<file path="config.mk">
export PLATFORM = sky130hd
export DESIGN_NAME = cell_soc_estimator
export DESIGN_NICKNAME = d
export VERILOG_FILES = /design/src/rtl/cse_pkg.sv /design/src/rtl/cse_comp.sv /design/src/rtl/cse_curve.sv /design/src/rtl/cell_soc_estimator.sv
export SDC_FILE = /design/constraint.sdc
export NUM_CORES = 2
export LEC_CHECK = 0
export ABC_AREA = 1
export BUFFER_PORTS_ARGS = -buffer_cell sky130_fd_sc_hd__clkbuf_2
export CORE_MARGIN = 3
export CORE_UTILIZATION = 38
export DETAILED_ROUTE_END_ITERATION = 10
export GPL_TIMING_DRIVEN = 0
export SYNTH_ARGS = -nofsm -noshare
export SYNTH_HDL_FRONTEND = slang
export SYNTH_HIERARCHICAL = 1
export SYNTH_SLANG_ARGS = --single-unit
</file>
<file path="constraint.sdc">
create_clock -name clk -period 8.5 [get_ports clk]
set_input_delay 1.275 -clock clk [delete_from_list [all_inputs] [get_ports clk]]
set_output_delay 1.275 -clock clk [all_outputs]
set_load 0.02 [all_outputs]
</file>
<file path="src/rtl/cse_pkg.sv">
// shared types and constants for the cell state-of-charge estimator
// no dependencies; imported by every module of the block
package cse_pkg;

  typedef struct packed {
    logic [4:0]  cell_number;
    logic [12:0] cell_voltage_mv;
    logic [15:0] cell_resistance;
    logic [15:0] discharge_current_ma;
    logic [15:0] charge_current_ma;
  } cse_in_t;

  typedef struct packed {
    logic [4:0]  cell_number_out;
    logic [15:0] open_circuit_mv;
    logic [6:0]  soc_percent;
  } cse_out_t;

  // intermediate item between compensation and curve lookup
  typedef struct packed {
    logic [4:0]  cell_number;
    logic [15:0] open_circuit_mv;
  } cse_ocv_t;

  typedef logic [3:0] cse_seg_t;

  // ir drop divisor and its reciprocal floor(2^32 / 10000)
  localparam logic [13:0] CSE_DIV   = 14'd10000;
  localparam logic [18:0] CSE_RECIP = 19'd429496;

  // curve quotient by 1000: ceil(2^25 / 1000), exact for products below 59000
  localparam logic [15:0] CSE_SOC_RECIP = 16'd33555;
  localparam int          CSE_SOC_SHIFT = 25;

  localparam logic [6:0] CSE_SOC_MAX = 7'd100;
  localparam logic [8:0] CSE_X_MAX   = 9'd511;

  // segment zero is the region below the first knee, giving zero
  localparam int       CSE_SEGS     = 10;
  localparam cse_seg_t CSE_SEG_HALF = 4'd1;

  localparam logic [15:0] CSE_SEG_LO [CSE_SEGS] = '{
    16'd0,    16'd3220, 16'd3540, 16'd3680, 16'd3800,
    16'd3880, 16'd3980, 16'd4020, 16'd4060, 16'd4080
  };

  // first segment uses 22/1000 in place of 11/500, then rounds by halving
  localparam logic [8:0] CSE_SEG_SLOPE [CSE_SEGS] = '{
    9'd0,   9'd22,  9'd29, 9'd258, 9'd275,
    9'd110, 9'd225, 9'd75, 9'd300, 9'd83
  };

  localparam logic [6:0] CSE_SEG_BASE [CSE_SEGS] = '{
    7'd0,  7'd0,  7'd4,  7'd8,  7'd39,
    7'd61, 7'd72, 7'd81, 7'd84, 7'd90
  };

endpackage

</file>
<file path="src/rtl/cse_comp.sv">
// ir-compensated open-circuit voltage, six register stages
// depends on cse_pkg
module cse_comp (
  input  logic              clk,
  input  logic              rst,
  input  logic              in_valid,
  input  cse_pkg::cse_in_t  in_item,
  output logic              out_valid,
  output cse_pkg::cse_ocv_t out_ocv
);
  import cse_pkg::*;

  logic [5:0]  vld;

  logic [16:0] diff;
  logic [4:0]  s1_cell;
  logic [12:0] s1_volt;
  logic [15:0] s1_res;
  logic        s1_neg;
  logic [15:0] s1_mag;

  logic [4:0]  s2_cell;
  logic [12:0] s2_volt;
  logic        s2_neg;
  logic [31:0] s2_prod;

  logic [50:0] recip_full;
  logic [4:0]  s3_cell;
  logic [12:0] s3_volt;
  logic        s3_neg;
  logic [31:0] s3_prod;
  logic [18:0] s3_qe;

  logic [32:0] qx_full;
  logic [4:0]  s4_cell;
  logic [12:0] s4_volt;
  logic        s4_neg;
  logic [31:0] s4_prod;
  logic [18:0] s4_qe;
  logic [31:0] s4_qx;

  logic [31:0] rem;
  logic [4:0]  s5_cell;
  logic [12:0] s5_volt;
  logic        s5_neg;
  logic [18:0] s5_q;

  logic [19:0] sum;
  logic [15:0] ocv_next;

  assign diff       = {1'b0, in_item.discharge_current_ma} - {1'b0, in_item.charge_current_ma};
  assign recip_full = 51'(s2_prod) * 51'(CSE_RECIP);
  assign qx_full    = 33'(s3_qe) * 33'(CSE_DIV);
  assign rem        = s4_prod - s4_qx;
  assign sum        = 20'(s5_volt) + 20'(s5_q);

  // sign and magnitude: the quotient truncates toward zero
  always_comb begin
    if (s5_neg) begin
      if (s5_q > 19'(s5_volt)) begin
        ocv_next = 16'd0;
      end else begin
        ocv_next = 16'(19'(s5_volt) - s5_q);
      end
    end else begin
      if (sum > 20'd65535) begin
        ocv_next = 16'hFFFF;
      end else begin
        ocv_next = sum[15:0];
      end
    end
  end

  always_ff @(posedge clk) begin
    if (rst) begin
      vld <= 6'd0;
    end else begin
      vld <= {vld[4:0], in_valid};
    end
  end

  always_ff @(posedge clk) begin
    s1_cell <= in_item.cell_number;
    s1_volt <= in_item.cell_voltage_mv;
    s1_res  <= in_item.cell_resistance;
    s1_neg  <= diff[16];
    s1_mag  <= diff[16] ? 16'(-diff) : diff[15:0];

    s2_cell <= s1_cell;
    s2_volt <= s1_volt;
    s2_neg  <= s1_neg;
    s2_prod <= 32'(s1_mag) * 32'(s1_res);

    // estimate is the true quotient or one below it
    s3_cell <= s2_cell;
    s3_volt <= s2_volt;
    s3_neg  <= s2_neg;
    s3_prod <= s2_prod;
    s3_qe   <= recip_full[50:32];

    s4_cell <= s3_cell;
    s4_volt <= s3_volt;
    s4_neg  <= s3_neg;
    s4_prod <= s3_prod;
    s4_qe   <= s3_qe;
    s4_qx   <= qx_full[31:0];

    s5_cell <= s4_cell;
    s5_volt <= s4_volt;
    s5_neg  <= s4_neg;
    s5_q    <= s4_qe + 19'(rem >= 32'(CSE_DIV));

    out_ocv.cell_number     <= s5_cell;
    out_ocv.open_circuit_mv <= ocv_next;
  end

  assign out_valid = vld[5];

`ifndef ASSERT_OFF
  a_rem_bound: assert property (@(posedge clk) disable iff (rst)
    vld[3] |-> rem < 32'd20000)
    else $error("reciprocal remainder out of range");

  a_neg_clamp: assert property (@(posedge clk) disable iff (rst)
    (vld[4] && s5_neg && (s5_q > 19'(s5_volt))) |=> out_ocv.open_circuit_mv == 16'd0)
    else $error("negative estimate not clamped to zero");

  a_pos_ge: assert property (@(posedge clk) disable iff (rst)
    (vld[4] && !s5_neg) |=> out_ocv.open_circuit_mv >= 16'($past(s5_volt)))
    else $error("discharge compensation lowered the voltage");
`endif

endmodule

</file>
<file path="src/rtl/cse_curve.sv">
// piecewise-linear voltage to state-of-charge mapping, four register stages
// depends on cse_pkg
module cse_curve (
  input  logic              clk,
  input  logic              rst,
  input  logic              in_valid,
  input  cse_pkg::cse_ocv_t in_ocv,
  output logic              out_valid,
  output cse_pkg::cse_out_t out_res
);
  import cse_pkg::*;

  logic [2:0]  vld;
  logic        done_reg;

  cse_seg_t    seg;
  logic [15:0] off;
  logic [4:0]  s1_cell;
  logic [15:0] s1_ocv;
  logic [8:0]  s1_x;
  logic [8:0]  s1_slope;
  logic [6:0]  s1_base;
  logic        s1_half;

  logic [4:0]  s2_cell;
  logic [15:0] s2_ocv;
  logic [17:0] s2_y;
  logic [6:0]  s2_base;
  logic        s2_half;

  logic [4:0]  s3_cell;
  logic [15:0] s3_ocv;
  logic [33:0] s3_pm;
  logic [6:0]  s3_base;
  logic        s3_half;

  logic [8:0]  q;
  logic [8:0]  scaled;
  logic [9:0]  soc_sum;
  logic [6:0]  soc_next;

  // knees ascend, so the last one passed names the segment
  always_comb begin
    seg = '0;
    for (int i = 1; i < CSE_SEGS; i++) begin
      if (in_ocv.open_circuit_mv >= CSE_SEG_LO[i]) begin
        seg = cse_seg_t'(i);
      end
    end
  end

  assign off = in_ocv.open_circuit_mv - CSE_SEG_LO[seg];

  assign q       = s3_pm[CSE_SOC_SHIFT +: 9];
  assign scaled  = s3_half ? 9'((10'(q) + 10'd1) >> 1) : q;
  assign soc_sum = 10'(s3_base) + 10'(scaled);
  assign soc_next = (soc_sum > 10'(CSE_SOC_MAX)) ? CSE_SOC_MAX : soc_sum[6:0];

  always_ff @(posedge clk) begin
    if (rst) begin
      vld      <= 3'd0;
      done_reg <= 1'b0;
    end else begin
      vld      <= {vld[1:0], in_valid};
      done_reg <= vld[2];
    end
  end

  always_ff @(posedge clk) begin
    // long top segment saturates well before the offset limit
    s1_cell  <= in_ocv.cell_number;
    s1_ocv   <= in_ocv.open_circuit_mv;
    s1_x     <= (off > 16'(CSE_X_MAX)) ? CSE_X_MAX : off[8:0];
    s1_slope <= CSE_SEG_SLOPE[seg];
    s1_base  <= CSE_SEG_BASE[seg];
    s1_half  <= (seg == CSE_SEG_HALF);

    s2_cell <= s1_cell;
    s2_ocv  <= s1_ocv;
    s2_y    <= 18'(s1_x) * 18'(s1_slope);
    s2_base <= s1_base;
    s2_half <= s1_half;

    s3_cell <= s2_cell;
    s3_ocv  <= s2_ocv;
    s3_pm   <= 34'(s2_y) * 34'(CSE_SOC_RECIP);
    s3_base <= s2_base;
    s3_half <= s2_half;

    out_res.cell_number_out <= s3_cell;
    out_res.open_circuit_mv <= s3_ocv;
    out_res.soc_percent     <= soc_next;
  end

  assign out_valid = done_reg;

`ifndef ASSERT_OFF
  a_soc_max: assert property (@(posedge clk) disable iff (rst)
    out_valid |-> out_res.soc_percent <= CSE_SOC_MAX)
    else $error("state of charge above full");

  a_half_span: assert property (@(posedge clk) disable iff (rst)
    (vld[0] && s1_half) |-> s1_x < 9'd320)
    else $error("first segment offset beyond its span");

  a_below_knee: assert property (@(posedge clk) disable iff (rst)
    (vld[2] && (s3_ocv < CSE_SEG_LO[1])) |=> out_res.soc_percent == 7'd0)
    else $error("nonzero charge below the first knee");
`endif

endmodule

</file>
<file path="src/rtl/cell_soc_estimator.sv">
// top level of the cell state-of-charge estimator
// depends on cse_pkg, cse_comp and cse_curve
//
// usage:
//   input channel: drive item and raise start; the transfer happens at a
//   rising edge with start high and busy low. busy is always low, so one
//   cell sample can be taken every cycle.
//   result channel: done is high in each cycle that carries a valid result;
//   the transfer happens at the edge that ends each such cycle. results leave
//   in the order the samples arrived, one per sample.
//   pipeline: six stages form the compensated voltage (current difference,
//   16x16 ir product, reciprocal multiply by 1/10000, back-multiply,
//   correction, add and clamp); four stages map it through the curve
//   (segment select, slope multiply, reciprocal multiply by 1/1000, offset
//   and saturate).
//   throughput: one item per cycle, sustained.
//   reset: synchronous rst clears every stage valid bit; items in flight
//   are dropped and no done is raised until new samples arrive.
//   the receiver cannot stall, so no result is ever held back.
module cell_soc_estimator (
  input  logic             clk,
  input  logic             rst,
  input  logic             start,
  output logic             busy,
  input  cse_pkg::cse_in_t item,
  output logic             done,
  output cse_pkg::cse_out_t result
);
  import cse_pkg::*;

  logic     ocv_valid;
  cse_ocv_t ocv;

  assign busy = 1'b0;

  cse_comp u_comp (
    .clk       (clk),
    .rst       (rst),
    .in_valid  (start && !busy),
    .in_item   (item),
    .out_valid (ocv_valid),
    .out_ocv   (ocv)
  );

  cse_curve u_curve (
    .clk       (clk),
    .rst       (rst),
    .in_valid  (ocv_valid),
    .in_ocv    (ocv),
    .out_valid (done),
    .out_res   (result)
  );

`ifndef ASSERT_OFF
  a_latency: assert property (@(posedge clk) disable iff (rst)
    (start && !busy) |-> ##10 done)
    else $error("result missing ten cycles after input transfer");

  a_no_spurious: assert property (@(posedge clk) disable iff (rst)
    done |-> $past(start, 10))
    else $error("result without matching input transfer");

  a_zero_ocv: assert property (@(posedge clk) disable iff (rst)
    (done && (result.open_circuit_mv == 16'd0)) |-> result.soc_percent == 7'd0)
    else $error("charge reported for zero voltage");
`endif

endmodule

</file>
==> impl_metrics.env <==
export IMPL_clkLatencyLatePin_ns=0.66
export IMPL_synthFlopType="dfxtp_1"
export IMPL_cts_tree="done"
export IMPL_initial_utilization_pct=38.58
export IMPL_cts_hold_buf=0
export IMPL_drv_slew=0
export IMPL_cts_max_path_buffers=3
export IMPL_yosysMostFrequentCell="inv_1"
export IMPL_vias=34760
export IMPL_synth_edf_count=0
export IMPL_critPathTopFamily="adder cells"
export IMPL_maxCapViolCount=0
export IMPL_ioPinCount=99
export IMPL_num_antenna_cells=0
export IMPL_skew_ns=0.02850
export IMPL_port_buffers=97
export IMPL_post_cts_buffers=0
export IMPL_htreeDepth=2
export IMPL_rows=127
export IMPL_grt_max_degree=17
export IMPL_hp_class="flop to flop"
export IMPL_cts_buffers=55
export IMPL_drc_errors=0
export IMPL_syn_inst=5692
export IMPL_rsz0062_at_grt="false"
export IMPL_hold_depth=0
export IMPL_path_buf_inv=6
export IMPL_yosysWarningCount=6
export IMPL_syn_to_final_growth_pct=9.672
export IMPL_fmax_mhz=151.1
export IMPL_coreArea_um2=120800
export IMPL_synth_area_leader_cell="fa_1"
export IMPL_synth_nets=6963
export IMPL_setup_viol=0
export IMPL_slew_headroom_pct=50.88
export IMPL_start_kind="flop"
export IMPL_cp_required_ns=9.07
export IMPL_ys_top_cells_by_count="inv_1 (1459), nand2_1 (1135), ha_1 (644), fa_1 (558), dfxtp_1 (487)"
export IMPL_min_period_ns=6.616
export IMPL_clkTransAtPathRegs_ns=0.06
export IMPL_dp_hpwl_um=92810
export IMPL_status="finished, final reports clean"
export IMPL_fillCellCount=12200
export IMPL_layout_drive_gt1_share_pct=5.329
export IMPL_tns_ns=0
export IMPL_critPathKind="flop to flop"
export IMPL_endpoint_kind="flop"
export IMPL_post_drt_via_cell_ratio=4.632
export IMPL_wl_per_cell_um=14.59
export IMPL_root_buffer="clkbuf_16"
export IMPL_grt_total_usage_pct=17.74
export IMPL_worstMarginPinSlew_ns=0.7369
export IMPL_ys_ff_latch=487
export IMPL_nets=7117
export IMPL_fp_dieH_um=356.2
export IMPL_wl_um=109500
export IMPL_critPathMostFrequentCell="nand2_1"
export IMPL_ant_nets=0
export IMPL_cts_resized=0
export IMPL_grt_first_pass_wirelength_um=182200
export IMPL_dieArea_um2=126900
export IMPL_reg2reg_depth=24
export IMPL_synth_avg_cell_area_um2=8.186
export IMPL_syn_area_um2=46600
export IMPL_async_flop_share_pct=0
export IMPL_ys_seq_area_share_pct=20.92
export IMPL_drtIter0Drc=1772
export IMPL_ys_types=60
export IMPL_drt_first_pass_iters=5
export IMPL_antenna_found_initial=0
export IMPL_critPathMaxStageDelay_ns=0.57
export IMPL_cp_depth=24
export IMPL_crit_chain="clkbuf_1 -> clkbuf_1 -> nand2_1 -> fa_1 -> fa_1 -> inv_1 -> fa_1 -> fa_1 -> fa_1 -> inv_1 -> fa_1 -> inv_1 -> ha_1 -> nand2_1 -> inv_1 -> nand2_1 -> nor2_1 -> nand4_1 -> nand3_1 -> nand2_1 -> nand2_1 -> nand2_1 -> nand2_1 -> xor2_1"
export IMPL_grt_pass1_vias=35790
export IMPL_gp_congestion=0.9236
export IMPL_critPathArrivalTime_ns=7.19
export IMPL_path_max_fanout=10
export IMPL_fp_dieW_um=356.2
export IMPL_gr_total_overflow=0
export IMPL_hold_viol=0
export IMPL_crit_path_top_delay_cell="fa_1"
export IMPL_netlist_area_leader_share_pct=23.97
export IMPL_synth_area_leaders="fa_1 (24%), dfxtp_1 (21%), ha_1 (17%)"
export IMPL_clock_sinks=487
export IMPL_period_share_pct=77.84
==> worst reg2reg max path: stages (launching register included) <==
cell and delay [ns]:
dfxtp_1 0.30, clkbuf_1 0.46, clkbuf_1 0.55, nand2_1 0.17, fa_1 0.54, fa_1 0.52
inv_1 0.06, fa_1 0.47, fa_1 0.52, fa_1 0.57, inv_1 0.06, fa_1 0.53
inv_1 0.04, ha_1 0.36, nand2_1 0.07, inv_1 0.10, nand2_1 0.09, nor2_1 0.30
nand4_1 0.21, nand3_1 0.20, nand2_1 0.08, nand2_1 0.10, nand2_1 0.06, nand2_1 0.06
xor2_1 0.13
==> flip-flops by register name, summed over array words and instances, names as in the netlist, 18 cells and up <==
| name | cells |
|---|---|
| u_comp/s5_q | 19 |
| u_comp/out_ocv | 21 |
| u_curve/out_res | 28 |
| u_curve/s2_y | 18 |
| u_comp/s4_qx | 24 |
| u_comp/s4_prod | 28 |
| u_comp/s3_prod | 28 |
| u_comp/s2_prod | 32 |
| u_comp/s4_qe | 19 |
| u_comp/s3_qe | 19 |
==> final timing paths <==
| path | startpoint | end | slack, ns |
|---|---|---|---|
| max reg2reg | u_comp/s1_mag[10]$_DFF_P_ | u_comp/s2_prod[29]$_DFF_P_ | 1.88 |
| min | u_comp/s3_cell[3]$_DFF_P_ | u_comp/s4_cell[3]$_DFF_P_ | 0.30 |
| max | u_comp/s1_mag[10]$_DFF_P_ | u_comp/s2_prod[29]$_DFF_P_ | 1.88 |
| min reg2reg | u_comp/s3_cell[3]$_DFF_P_ | u_comp/s4_cell[3]$_DFF_P_ | 0.30 |
==> cell families after synthesis <==
kind of cell	count (synthesis)	synth area share, %
XOR/XNOR	139	2.613
flip-flops	487	20.92
other	1	0.008048
AO/OA/AOI/OAI	470	5.862
adder cells (fa/ha/maj)	1202	41.27
AND/OR/NAND/NOR	1818	16.44
buffers and inverters	1575	12.89
==> cell type report <==
type / instances / area [um^2] / share of cell area (%)
Buffer: 101 / 459.2 / 0.8985
Inverter: 1474 / 5545 / 10.85
Sequential cell: 487 / 9749 / 19.08
Multi-Input combinational cell: 3630 / 30840 / 60.35
Timing Repair Buffer: 97 / 485.5 / 0.9500
Clock buffer: 67 / 1481 / 2.899
Clock inverter: 36 / 523.0 / 1.023
Tap cell: 1612 / 2017 / 3.947
==> per-stage QoR <==
stage          hold WS [ns]  utilization, %  std cells  setup slack [ns]  instance area, um^2
2_1_floorplan        0.3096               -       5692             2.958                46600
3_3_place_gp         0.3095           40.66       7401             1.907                49100
3_5_place_dp         0.3121           40.66       7401             1.881                49100
4_1_cts              0.2859           42.32       7504             1.879                51100
5_1_grt              0.3226           42.32       7504             1.519                51100
6_report             0.2983           42.32       7504             1.884                51100
==> routing by layer <==
metal  GRT usage (%)  vias up  wire [um]
met2           30.12      724      50950
met3           2.714      163       5768
met5               0        -          0
li1                -    17500          -
met1           23.22    16380      49270
met4           5.568        0       3504
==> layout by cell type (no fill, tap or decap), types with 97 or more instances in the layout <==
| cell | count |
|---|---|
| clkbuf_2 | 97 |
| a21oi_1 | 209 |
| nand3_1 | 193 |
| nand2_1 | 1135 |
| o21ai_0 | 106 |
| dfxtp_1 | 487 |
| fa_1 | 558 |
| nor2_1 | 301 |
| ha_1 | 644 |
| inv_1 | 1459 |
Power is not shown: default switching activity piles up to over one toggle a cycle in this logic, so the estimate is an artifact.
